File: src/hdl/spe_pkg.sv
// ----------------------------------------------------------------------------
// spe_pkg: shared types and microcode for the sparse polynomial evaluator
// Holds the command and result words, the control word layout and the
// read-only microprogram that sequences the datapath.
// ----------------------------------------------------------------------------
package spe_pkg;

	localparam int MAX_TERMS = 16;
	localparam int EXP_BITS  = 16;
	// Only the low EXP_BITS bits of the 16-bit exponent field take part.
	localparam int EXP_W     = (EXP_BITS < 16) ? EXP_BITS : 16;
	localparam int IDX_W     = (MAX_TERMS > 1) ? $clog2(MAX_TERMS) : 1;
	localparam int PC_W      = 5;

	localparam logic [1:0] CMD_CLEAR = 2'd0;
	localparam logic [1:0] CMD_LOAD  = 2'd1;
	localparam logic [1:0] CMD_EVAL  = 2'd2;

	typedef struct packed {
		logic [1:0]         command;
		logic [15:0]        exponent;
		logic signed [63:0] coefficient;
		logic signed [63:0] x_value;
	} request_t;

	typedef struct packed {
		logic signed [63:0] value;
		logic               status;
	} response_t;

	typedef logic [PC_W-1:0] upc_t;

	typedef enum logic [3:0] {
		OP_WAIT,
		OP_NOP,
		OP_CLEAR,
		OP_IDX_INIT,
		OP_SCAN_STEP,
		OP_WRITE_TERM,
		OP_TERM_INIT,
		OP_MUL_LL,
		OP_MUL_LH,
		OP_MUL_HL,
		OP_MUL_WR,
		OP_NEXT_IDX,
		OP_FINISH
	} uop_t;

	typedef enum logic [1:0] {
		MOP_ACC_SQ,
		MOP_SQ_SQ,
		MOP_COEF_ACC
	} mop_t;

	typedef enum logic [2:0] {
		JMP_NEVER,
		JMP_ALWAYS,
		JMP_IDX_MORE,
		JMP_NOT_VALID,
		JMP_E_ZERO,
		JMP_E_BIT0_CLR,
		JMP_E_UPPER_ZERO
	} jmp_t;

	typedef struct packed {
		uop_t op;
		mop_t mop;
		jmp_t jmp;
		upc_t target;
	} uword_t;

	localparam upc_t UA_IDLE     = upc_t'(0);
	localparam upc_t UA_DISPATCH = upc_t'(1);
	localparam upc_t UA_LSCAN    = upc_t'(5);
	localparam upc_t UA_ETERM    = upc_t'(7);
	localparam upc_t UA_EODD     = upc_t'(9);
	localparam upc_t UA_SQCHK    = upc_t'(14);
	localparam upc_t UA_ECOEF    = upc_t'(19);
	localparam upc_t UA_ENEXT    = upc_t'(23);
	localparam upc_t UA_FINISH   = upc_t'(24);

	function automatic uword_t uw(uop_t op, mop_t mop, jmp_t jmp, upc_t target);
		uword_t w;
		w.op     = op;
		w.mop    = mop;
		w.jmp    = jmp;
		w.target = target;
		return w;
	endfunction

	// The dispatch table at UA_DISPATCH is indexed by the command code.
	function automatic uword_t urom(upc_t a);
		uword_t w;
		unique case (a)
			upc_t'(0):  w = uw(OP_WAIT,       MOP_ACC_SQ,   JMP_NEVER,        UA_DISPATCH);
			upc_t'(1):  w = uw(OP_CLEAR,      MOP_ACC_SQ,   JMP_ALWAYS,       UA_FINISH);
			upc_t'(2):  w = uw(OP_IDX_INIT,   MOP_ACC_SQ,   JMP_ALWAYS,       UA_LSCAN);
			upc_t'(3):  w = uw(OP_IDX_INIT,   MOP_ACC_SQ,   JMP_ALWAYS,       UA_ETERM);
			upc_t'(4):  w = uw(OP_NOP,        MOP_ACC_SQ,   JMP_ALWAYS,       UA_FINISH);
			upc_t'(5):  w = uw(OP_SCAN_STEP,  MOP_ACC_SQ,   JMP_IDX_MORE,     UA_LSCAN);
			upc_t'(6):  w = uw(OP_WRITE_TERM, MOP_ACC_SQ,   JMP_ALWAYS,       UA_FINISH);
			upc_t'(7):  w = uw(OP_TERM_INIT,  MOP_ACC_SQ,   JMP_NOT_VALID,    UA_ENEXT);
			upc_t'(8):  w = uw(OP_NOP,        MOP_ACC_SQ,   JMP_E_ZERO,       UA_ECOEF);
			upc_t'(9):  w = uw(OP_NOP,        MOP_ACC_SQ,   JMP_E_BIT0_CLR,   UA_SQCHK);
			upc_t'(10): w = uw(OP_MUL_LL,     MOP_ACC_SQ,   JMP_NEVER,        UA_IDLE);
			upc_t'(11): w = uw(OP_MUL_LH,     MOP_ACC_SQ,   JMP_NEVER,        UA_IDLE);
			upc_t'(12): w = uw(OP_MUL_HL,     MOP_ACC_SQ,   JMP_NEVER,        UA_IDLE);
			upc_t'(13): w = uw(OP_MUL_WR,     MOP_ACC_SQ,   JMP_NEVER,        UA_IDLE);
			upc_t'(14): w = uw(OP_NOP,        MOP_SQ_SQ,    JMP_E_UPPER_ZERO, UA_ECOEF);
			upc_t'(15): w = uw(OP_MUL_LL,     MOP_SQ_SQ,    JMP_NEVER,        UA_IDLE);
			upc_t'(16): w = uw(OP_MUL_LH,     MOP_SQ_SQ,    JMP_NEVER,        UA_IDLE);
			upc_t'(17): w = uw(OP_MUL_HL,     MOP_SQ_SQ,    JMP_NEVER,        UA_IDLE);
			upc_t'(18): w = uw(OP_MUL_WR,     MOP_SQ_SQ,    JMP_ALWAYS,       UA_EODD);
			upc_t'(19): w = uw(OP_MUL_LL,     MOP_COEF_ACC, JMP_NEVER,        UA_IDLE);
			upc_t'(20): w = uw(OP_MUL_LH,     MOP_COEF_ACC, JMP_NEVER,        UA_IDLE);
			upc_t'(21): w = uw(OP_MUL_HL,     MOP_COEF_ACC, JMP_NEVER,        UA_IDLE);
			upc_t'(22): w = uw(OP_MUL_WR,     MOP_COEF_ACC, JMP_NEVER,        UA_IDLE);
			upc_t'(23): w = uw(OP_NEXT_IDX,   MOP_ACC_SQ,   JMP_IDX_MORE,     UA_ETERM);
			upc_t'(24): w = uw(OP_FINISH,     MOP_ACC_SQ,   JMP_ALWAYS,       UA_IDLE);
			default:    w = uw(OP_NOP,        MOP_ACC_SQ,   JMP_ALWAYS,       UA_IDLE);
		endcase
		return w;
	endfunction

endpackage

File: src/hdl/sparse_polynomial_evaluator_core.sv
// ----------------------------------------------------------------------------
// sparse_polynomial_evaluator_core
// Term table of sparse polynomial terms with clear, load and evaluate
// commands, run by a microprogram over one shared 32x32 multiplier.
// ----------------------------------------------------------------------------
//
//  channel    ports                  direction  handshake
//  --------   --------------------   ---------  ------------------------------
//  command    start, busy, request   in         taken when start and not busy
//  result     done, response         out        one-cycle strobe, no stall
//
// One word in gives exactly one result word; no new word is taken before
// that result is shown. Evaluate time is set by the single 32x32
// multiplier: each 64-bit wrapping product takes four microcode steps.
// Reset empties the term table and returns the sequencer to idle. The
// receiver cannot stall; busy drops in the cycle the result is shown.
module sparse_polynomial_evaluator_core (
	input  logic               clk,
	input  logic               arst_n,
	input  logic               start,
	output logic               busy,
	input  spe_pkg::request_t  request,
	output logic               done,
	output spe_pkg::response_t response
);

	localparam int NT = spe_pkg::MAX_TERMS;
	localparam int IW = spe_pkg::IDX_W;
	localparam int EW = spe_pkg::EXP_W;

	spe_pkg::upc_t   pc_q;
	spe_pkg::uword_t ucw;
	logic            jump;
	logic            accept;

	logic [NT-1:0]   valid_q;
	logic [EW-1:0]   exp_mem_q  [NT];
	logic [63:0]     coef_mem_q [NT];

	logic [IW-1:0]   idx_q;
	logic [IW-1:0]   hit_idx_q;
	logic [IW-1:0]   free_idx_q;
	logic            hit_f_q;
	logic            free_f_q;
	logic            status_q;
	logic            done_q;

	logic [EW-1:0]   e_q;
	logic [63:0]     cf_q;
	logic [63:0]     x_q;
	logic [63:0]     acc_q;
	logic [63:0]     sq_q;
	logic [63:0]     sum_q;
	logic [63:0]     m_q;
	logic [63:0]     p_q;
	spe_pkg::response_t response_q;

	logic [63:0]     opa;
	logic [63:0]     opb;
	logic [31:0]     mul_a;
	logic [31:0]     mul_b;
	logic [63:0]     mul_p;
	logic [63:0]     mres;
	logic            cur_valid;
	logic            scan_hit;
	logic            scan_free;
	logic            cf_nz;

	assign ucw       = spe_pkg::urom(pc_q);
	assign busy      = (pc_q != spe_pkg::UA_IDLE);
	assign accept    = start && !busy;
	assign done      = done_q;
	assign response  = response_q;
	assign cur_valid = valid_q[idx_q];
	assign scan_hit  = cur_valid && !hit_f_q && (exp_mem_q[idx_q] == e_q);
	assign scan_free = !cur_valid && !free_f_q;
	assign cf_nz     = (cf_q != 64'd0);

	always_comb begin
		unique case (ucw.jmp)
			spe_pkg::JMP_NEVER:        jump = 1'b0;
			spe_pkg::JMP_ALWAYS:       jump = 1'b1;
			spe_pkg::JMP_IDX_MORE:     jump = (idx_q != IW'(NT - 1));
			spe_pkg::JMP_NOT_VALID:    jump = !cur_valid;
			spe_pkg::JMP_E_ZERO:       jump = (e_q == '0);
			spe_pkg::JMP_E_BIT0_CLR:   jump = !e_q[0];
			spe_pkg::JMP_E_UPPER_ZERO: jump = ((e_q >> 1) == '0);
			default:                   jump = 1'b0;
		endcase
	end

	// Operand pair of the shared multiplier, fixed for all four product steps.
	always_comb begin
		unique case (ucw.mop)
			spe_pkg::MOP_ACC_SQ: begin
				opa = acc_q;
				opb = sq_q;
			end
			spe_pkg::MOP_SQ_SQ: begin
				opa = sq_q;
				opb = sq_q;
			end
			spe_pkg::MOP_COEF_ACC: begin
				opa = cf_q;
				opb = acc_q;
			end
			default: begin
				opa = acc_q;
				opb = sq_q;
			end
		endcase
	end

	// The low 64 bits of a 64x64 product need only low*low and the two
	// cross terms; the cross terms land in the upper half.
	always_comb begin
		unique case (ucw.op)
			spe_pkg::OP_MUL_LH: begin
				mul_a = opa[31:0];
				mul_b = opb[63:32];
			end
			spe_pkg::OP_MUL_HL: begin
				mul_a = opa[63:32];
				mul_b = opb[31:0];
			end
			default: begin
				mul_a = opa[31:0];
				mul_b = opb[31:0];
			end
		endcase
	end

	assign mul_p = mul_a * mul_b;
	assign mres  = {p_q[63:32] + m_q[31:0], p_q[31:0]};

	always_ff @(posedge clk or negedge arst_n) begin
		if (!arst_n) begin
			pc_q       <= spe_pkg::UA_IDLE;
			valid_q    <= '0;
			idx_q      <= '0;
			hit_idx_q  <= '0;
			free_idx_q <= '0;
			hit_f_q    <= 1'b0;
			free_f_q   <= 1'b0;
			status_q   <= 1'b0;
			done_q     <= 1'b0;
		end else begin
			done_q <= 1'b0;
			if (ucw.op == spe_pkg::OP_WAIT) begin
				if (start) begin
					pc_q     <= ucw.target + spe_pkg::upc_t'(request.command);
					status_q <= 1'b0;
				end
			end else if (jump) begin
				pc_q <= ucw.target;
			end else begin
				pc_q <= pc_q + spe_pkg::upc_t'(1);
			end

			unique case (ucw.op)
				spe_pkg::OP_CLEAR: begin
					valid_q <= '0;
				end
				spe_pkg::OP_IDX_INIT: begin
					idx_q    <= '0;
					hit_f_q  <= 1'b0;
					free_f_q <= 1'b0;
				end
				spe_pkg::OP_SCAN_STEP: begin
					idx_q <= idx_q + IW'(1);
					if (scan_hit) begin
						hit_f_q   <= 1'b1;
						hit_idx_q <= idx_q;
					end
					if (scan_free) begin
						free_f_q   <= 1'b1;
						free_idx_q <= idx_q;
					end
				end
				spe_pkg::OP_WRITE_TERM: begin
					if (cf_nz && !hit_f_q) begin
						if (free_f_q) begin
							valid_q[free_idx_q] <= 1'b1;
						end else begin
							status_q <= 1'b1;
						end
					end
				end
				spe_pkg::OP_NEXT_IDX: begin
					idx_q <= idx_q + IW'(1);
				end
				spe_pkg::OP_FINISH: begin
					done_q <= 1'b1;
				end
				default: begin
				end
			endcase
		end
	end

	always_ff @(posedge clk) begin
		if (accept) begin
			e_q   <= request.exponent[EW-1:0];
			cf_q  <= request.coefficient;
			x_q   <= request.x_value;
			sum_q <= '0;
		end

		unique case (ucw.op)
			spe_pkg::OP_WRITE_TERM: begin
				if (cf_nz) begin
					if (hit_f_q) begin
						coef_mem_q[hit_idx_q] <= cf_q;
					end else if (free_f_q) begin
						exp_mem_q[free_idx_q]  <= e_q;
						coef_mem_q[free_idx_q] <= cf_q;
					end
				end
			end
			spe_pkg::OP_TERM_INIT: begin
				acc_q <= 64'd1;
				sq_q  <= x_q;
				e_q   <= exp_mem_q[idx_q];
				cf_q  <= coef_mem_q[idx_q];
			end
			spe_pkg::OP_MUL_LL: begin
				m_q <= mul_p;
			end
			spe_pkg::OP_MUL_LH: begin
				p_q <= m_q;
				m_q <= mul_p;
			end
			spe_pkg::OP_MUL_HL: begin
				p_q[63:32] <= p_q[63:32] + m_q[31:0];
				m_q        <= mul_p;
			end
			spe_pkg::OP_MUL_WR: begin
				unique case (ucw.mop)
					spe_pkg::MOP_ACC_SQ: begin
						acc_q <= mres;
					end
					spe_pkg::MOP_SQ_SQ: begin
						sq_q <= mres;
						e_q  <= e_q >> 1;
					end
					spe_pkg::MOP_COEF_ACC: begin
						sum_q <= sum_q + mres;
					end
					default: begin
					end
				endcase
			end
			spe_pkg::OP_FINISH: begin
				response_q.value  <= sum_q;
				response_q.status <= status_q;
			end
			default: begin
			end
		endcase
	end

endmodule
File: config.mk
export PLATFORM = sky130hd
export DESIGN_NAME = sparse_polynomial_evaluator_core
export DESIGN_NICKNAME = d
export VERILOG_FILES = /design/src/hdl/spe_pkg.sv /design/src/hdl/sparse_polynomial_evaluator_core.sv
export SDC_FILE = /design/constraint.sdc
export NUM_CORES = 2
export LEC_CHECK = 0
export BUFFER_PORTS_ARGS = -buffer_cell sky130_fd_sc_hd__clkbuf_2
export CAP_MARGIN = 10
export CORE_MARGIN = 3
export CORE_UTILIZATION = 58
export DETAILED_ROUTE_END_ITERATION = 12
export MAX_ROUTING_LAYER = met4
export PLACE_DENSITY = 0.76
export SLEW_MARGIN = 15
export SYNTH_ARGS = -nofsm -noshare
export SYNTH_HDL_FRONTEND = slang
export SYNTH_SLANG_ARGS = --single-unit
File: constraint.sdc
create_clock -name clk -period 12.59 [get_ports clk]
set_clock_uncertainty 0.05 [all_clocks]
set_input_delay 1.259 -clock clk [delete_from_list [all_inputs] [get_ports clk]]
set_output_delay 1.259 -clock clk [all_outputs]
set_load 0.01 [all_outputs]
Word level (Yosys, flattened, before mapping)
Memory sizes are Yosys's and may differ from the RTL's.
Index checks and enable logic that the tools add are counted.
Storage, ports and cells
  flip-flop bits (word level): 566
  latch bits: 0
  bits in writable memories: 1280
  ROM bits: 448
  input port bits: 149
  output and inout port bits: 67
  memories: 3
Memories
  coef_mem_q: depth 16, width 64, rd ports 1, clocked after Yosys merged registers in 0, write ports 1, line sparse_polynomial_evaluator_core.sv:38  | logic [63:0] coef_mem_q [NT];
  (no name shown): depth 32, width 14, rd ports 1, clocked after Yosys merged registers in 0, write ports 0, line spe_pkg.sv:94  | unique case (a)
  exp_mem_q: depth 16, width 16, rd ports 1, clocked after Yosys merged registers in 0, write ports 1, line sparse_polynomial_evaluator_core.sv:37  | logic [EW-1:0] exp_mem_q [NT];
Cells by class
  $add $sub $neg: 5
  multipliers: 1
  divide/modulo/power cells: 0
  order comparisons: 3
  eq/ne operators: 28
  shift operators: 0
  mux-type cells: 51
  bitwise logic cells: 1
  reductions and logical operators: 33
Operators by type and width (number)
  $mux W64: 9
  $pmux W64 S2: 3
  $add A64 B64 Y64: 1
  $mul A32 B32 Y64: 1
  $mux W16: 4
  $mux W32: 2
  $pmux W16 S2: 2
  $pmux W32 S2: 1
  $reduce_bool A64 Y1: 1
  $reduce_or A64 Y1: 1
  $add A32 B32 Y32: 1
  $logic_not A16 Y1: 2
  $eq A4 B4 Y1 const B: 5
  $mux W1: 20
  $eq A16 B16 Y1: 1
  $eq A4 B3 Y1 const B: 4
  $or A16 B16 Y16: 1
  $mux W5: 3
  $reduce_and A2 Y1: 6
  $reduce_bool A2 Y1: 6
  $lt A4 B5 Y1 const B: 2
  $ne A2 B2 Y1 const B: 5
  $eq A3 B3 Y1 const B: 3
  $eq A4 B2 Y1 const B: 2
  24 further kinds: 36

Logic depth before layout (Yosys ltp)
  depth after elaboration: 8
  gate-level depth with buffers: 43

Least setup slack after synthesis
No wires, ideal clock.
  path type: register -> register
  start: reg pc_q[0]
  end: reg m_q[60], data pin
  setup time: 0.280 ns
  data arrival time: 10.041 ns
  data required time: 12.260 ns
  setup slack: 2.219 ns
  stages on the path, launching flop included: 38
  path buffers: 5
  period minus slack after synthesis: 10.371 ns
  cell sequence: dfrtp_1 -> ha_1 -> ha_1 -> o31a_1 -> mux2_2 -> nor2_2 -> and2_1 -> buf_4 -> buf_8 -> buf_6 -> buf_8 -> mux2i_1 -> mux2_2 -> buf_2 -> nor2_1 -> fa_1 -> fa_1 -> fa_1 -> [2 not listed] -> inv_1 -> fa_1 -> inv_1 -> fa_1 -> inv_1 -> fa_1 -> fa_1 -> ha_1 -> a21o_1 -> a21o_1 -> a21o_1 -> nor2_1 -> a31oi_1 -> a311oi_1 -> o31a_1 -> o21ai_2 -> a21oi_1 -> o211ai_1
Between the ends
  cells in the longest elaborated chain, start to end: 5
  elaborated cells between the ends (all ways): 10
  classes of those cells: mul (1); eq/ne (4); mux (4); memory (1)
RTL lines
  start: declaration: line sparse_polynomial_evaluator_core.sv:31  | spe_pkg::upc_t pc_q;
  start signal: assignment: line sparse_polynomial_evaluator_core.sv:138  | pc_q <= spe_pkg::UA_IDLE;
  start signal: assignment: line sparse_polynomial_evaluator_core.sv:151  | pc_q <= ucw.target + spe_pkg::upc_t'(request.command);
  start signal: assignment: line sparse_polynomial_evaluator_core.sv:155  | pc_q <= ucw.target;
  $mem_v2 Z32 W14 (*)
  $eq A2 B2 Y1 / $eq A2 B1 Y1 (equally long branches): line sparse_polynomial_evaluator_core.sv:94  | unique case (ucw.mop)
  $pmux W64 S2 / $mux W64 (equally long branches): line sparse_polynomial_evaluator_core.sv:94
  $mux W32: line sparse_polynomial_evaluator_core.sv:117  | unique case (ucw.op)
  $mul A32 B32 Y64 (*): line sparse_polynomial_evaluator_core.sv:133  | assign mul_p = mul_a * mul_b;
  net mul_p[60]: line sparse_polynomial_evaluator_core.sv:62  | logic [63:0] mul_p;
  end signal: assignment: line sparse_polynomial_evaluator_core.sv:227  | m_q <= mul_p;
  end signal: assignment: line sparse_polynomial_evaluator_core.sv:231  | m_q <= mul_p;
  end signal: assignment: line sparse_polynomial_evaluator_core.sv:235  | m_q <= mul_p;
  end: declaration: line sparse_polynomial_evaluator_core.sv:54  | logic [63:0] m_q;
Mark *: on every way through the listed nets, which the timed path passes. The rest lies on a longest branch.
A chain may end at the register's enable or synchronous reset.

Worst setup path after layout
  start: reg pc_q[1]
  end: reg m_q[49], data pin
The elaborated chain is that of the path after synthesis.

==> impl_metrics.tcl <==
set metrics [dict create \
    outcome "complete, no violations" \
    synth_flop_cell "edfxtp_1" \
    met1_usage 0.469 \
    critical-path-max-stage-delay_ns 0.78 \
    setup_violations 0 \
    die_h_um 441 \
    htree_levels 4 \
    fin_crit_sh 0.931 \
    ctsResizeCount 0 \
    synth_area_per_cell_sq_um 13.5 \
    use_met2 0.592 \
    final_nets 9751 \
    synth-edff-count 1729 \
    period_needed_ns 11.73 \
    netlist_area_sq_mm 0.110 \
    ioPinCount 216 \
    initial_core_util 0.584 \
    dp_slack_ns 1.05 \
    synthMuxAreaShare 0.103 \
    worstSetupEndpointType "register" \
    drtPass1Iterations 6 \
    coreArea_sq_mm 0.188 \
    antenna_found_initial 16 \
    slowest_stage "mux2i_1" \
    port_buffers 215 \
    grt.overflow.total 0 \
    grt_util_all_layers 0.384 \
    post-cts-setup-buffers 0 \
    ys_seq_area_frac 0.495 \
    place_area_sq_mm 0.114 \
    critPathArrivalTime_ns 12.27 \
    start_kind "register" \
    relSlewSlack 0.183 \
    grt_pass1_wl_mm 515 \
    crit_type "register to register" \
    root_buffer "clkbuf_16" \
    clkTransAtPathRegs_ns 0.06 \
    synth-simple-area-share 0.0766 \
    max_freq_mhz 85.3 \
    syn2layout_area_growth_pct 9.59 \
    place_congestion 1.04 \
    synth-compound-area-share 0.0555 \
    cap_violations 0 \
    synth_fp_nets 9549 \
    viasPerCell 6.49 \
    syn_inst 8130 \
    ys_seq_elements 1846 \
    cts.sinks 1846 \
    ys_types 88 \
    clk_path_buf_depth 3 \
    finalSetupTns_ns 0 \
    ant_nets 0 \
    first_global_vias 74300 \
    synth_top_family_by_area "adder cells" \
    clk_latency_ns 0.87 \
    drt-total-wl_mm 355 \
    cts_tree "built" \
    cts_buffers 184 \
    vias 71400 \
    critical_path.most_common_cell "fa_1" \
    rsz0062_at_grt "no" \
    slew_viol_final 0 \
    hold_class "register to register" \
    floorplan.rows 159 \
    grt_busiest_layer "met2" \
    placed_cells 10600 \
    synth_top_area_cell "edfxtp_1" \
    yosysWarnings 0 \
    dr.first_iter.drc_count 8852 \
    hold_viol_final 0 \
    layout-drive-gt1-share 0.158 \
    synthArstFlopShare 0.0200 \
    place_hpwl_mm 242 \
    ys_top_cells_by_area "edfxtp_1 (47%), fa_1 (16%), mux4_2 (8.4%), ha_1 (4.2%), inv_1 (3.2%)" \
    synthAdderAreaFrac 0.206 \
    grtUsageMet3 0.0770 \
    grt_max_degree 144 \
    fillCellCount 13700 \
    setup_ws_ns 0.865 \
    instances_no_fill 11000 \
    die_area_sq_mm 0.195 \
    worstMarginPinSlew_ns 1.19 \
    synth_xor_area_frac 0.0130 \
    wl_per_cell_um 32.3 \
    fp.dieW_um 441 \
    yosysTopAreaCellShare 0.472 \
    cts_hold_buf 0 \
    required_ns 13.13 \
    drc 0 \
    finish.instance_area_sq_mm 0.121 \
    critPathMaxFanout 47 \
]
[synthesized netlist by cell type, drive strengths merged, types with 37 or more instances]
| library cell | instances |
|---|---|
| ha | 371 |
| dfrtp | 37 |
| mux2i | 84 |
| mux4 | 409 |
| and2 | 61 |
| a21oi | 198 |
| clkbuf | 189 |
| nand2b | 71 |
| xor2 | 52 |
| a21o | 148 |
| nor2 | 700 |
| mux2 | 115 |
| inv | 936 |
| fa | 899 |
| nand2 | 745 |
| nand4 | 43 |
| buf | 239 |
| nand3 | 137 |
| edfxtp | 1729 |
| o21ai | 255 |
| xnor2 | 111 |
| o21a | 51 |
| dfxtp | 80 |
| and3 | 50 |
[path summary, 6_finish.rpt]
| kind | cells past startpoint | start | slack, ns | end |
|---|---|---|---|---|
| max | 35 | pc_q[1]$_DFFE_PN0P_ | 0.86 | m_q[49]$_DFFE_PP_ |
| min | 0 | sum_q[46]$_DFF_P_ | 0.42 | response[47]$_DFFE_PP_ |
| max reg2reg | 35 | pc_q[1]$_DFFE_PN0P_ | 0.86 | m_q[49]$_DFFE_PP_ |
| min reg2reg | 0 | sum_q[46]$_DFF_P_ | 0.42 | response[47]$_DFFE_PP_ |
| max in group asynchronous | 1 | arst_n | 11.16 | idx_q[3]$_DFFE_PN0P_ |
| min in group asynchronous | 1 | arst_n | 0.53 | done$_DFF_PN0_ |
[registers in the layout (all words and copies together), names as in the netlist, 4 cells and up]
signal and count:
acc_q 64, cf_q 64, coef_mem_q 1024, e_q 16
exp_mem_q 256, free_idx_q 4, hit_idx_q 4, idx_q 4
m_q 64, p_q 64, pc_q 5, response 65
sq_q 64, sum_q 64, valid_q 16, x_q 64
[logic make-up (layout without fill, tap and decap cells)]
kind of cell	after synthesis	in the layout
other cells	0	14
buf+inv	1364	1726
compound gates	932	932
flops	1846	1846
xor+xnor	163	163
fa+ha+maj	1270	1270
simple gates	1947	1947
mux	608	608
[worst max-delay path, delay by kind of cell (launching register included)]
family	cells	cell delay, ns
multiplexers	2	0.91
XOR/XNOR	1	0.17
AO/OA/AOI/OAI	10	2.30
adder cells (fa/ha/maj)	10	4.58
flip-flops	1	0.47
AND/OR/NAND/NOR	6	1.86
buffers and inverters	6	1.04
[cells in the final DEF (no fill, tap or decap), types with 110 or more instances in the layout]
| cell type | netlist | final |
|---|---|---|
| mux4_2 | 409 | 409 |
| buf_4 | 24 | 221 |
| mux2_2 | 111 | 111 |
| a21oi_1 | 198 | 196 |
| edfxtp_1 | 1729 | 1729 |
| clkbuf_2 | 0 | 215 |
| fa_1 | 899 | 899 |
| inv_1 | 934 | 933 |
| a21o_1 | 148 | 147 |
| ha_1 | 371 | 369 |
| o21ai_0 | 200 | 197 |
| nor2_1 | 699 | 680 |
| clkbuf_16 | 0 | 185 |
| xnor2_1 | 111 | 110 |
| nand2_1 | 745 | 742 |
| nand3_1 | 137 | 136 |
[routing by layer]
metal	wire [um]	up-vias
met5	0	-
met4	28600	0
met3	37500	1250
met2	168000	4820
met1	122000	36300
li1	-	29000
[final cells by class]
type	instances	area, sq um	share of cell area
Antenna cell	14	35.0	0.000291
Clock buffer	227	4820	0.0400
Clock inverter	119	1360	0.0113
Inverter	936	3520	0.0292
Multi-Input combinational cell	4920	50300	0.417
Sequential cell	1846	54500	0.452
Tap cell	2495	3120	0.0259
Timing Repair Buffer	444	2900	0.0240
[per-stage QoR]
stage | hold WS [ns] | utilization
after floorplan | 0.375 | -
after global placement | 0.405 | 0.607
after detailed placement | 0.402 | 0.607
after CTS | 0.417 | 0.640
after global routing | 0.426 | 0.640
final | 0.417 | 0.640
Power is left out: the tool's default activity adds up to more than one toggle a clock period on the data nets, which glitch-free logic cannot reach.
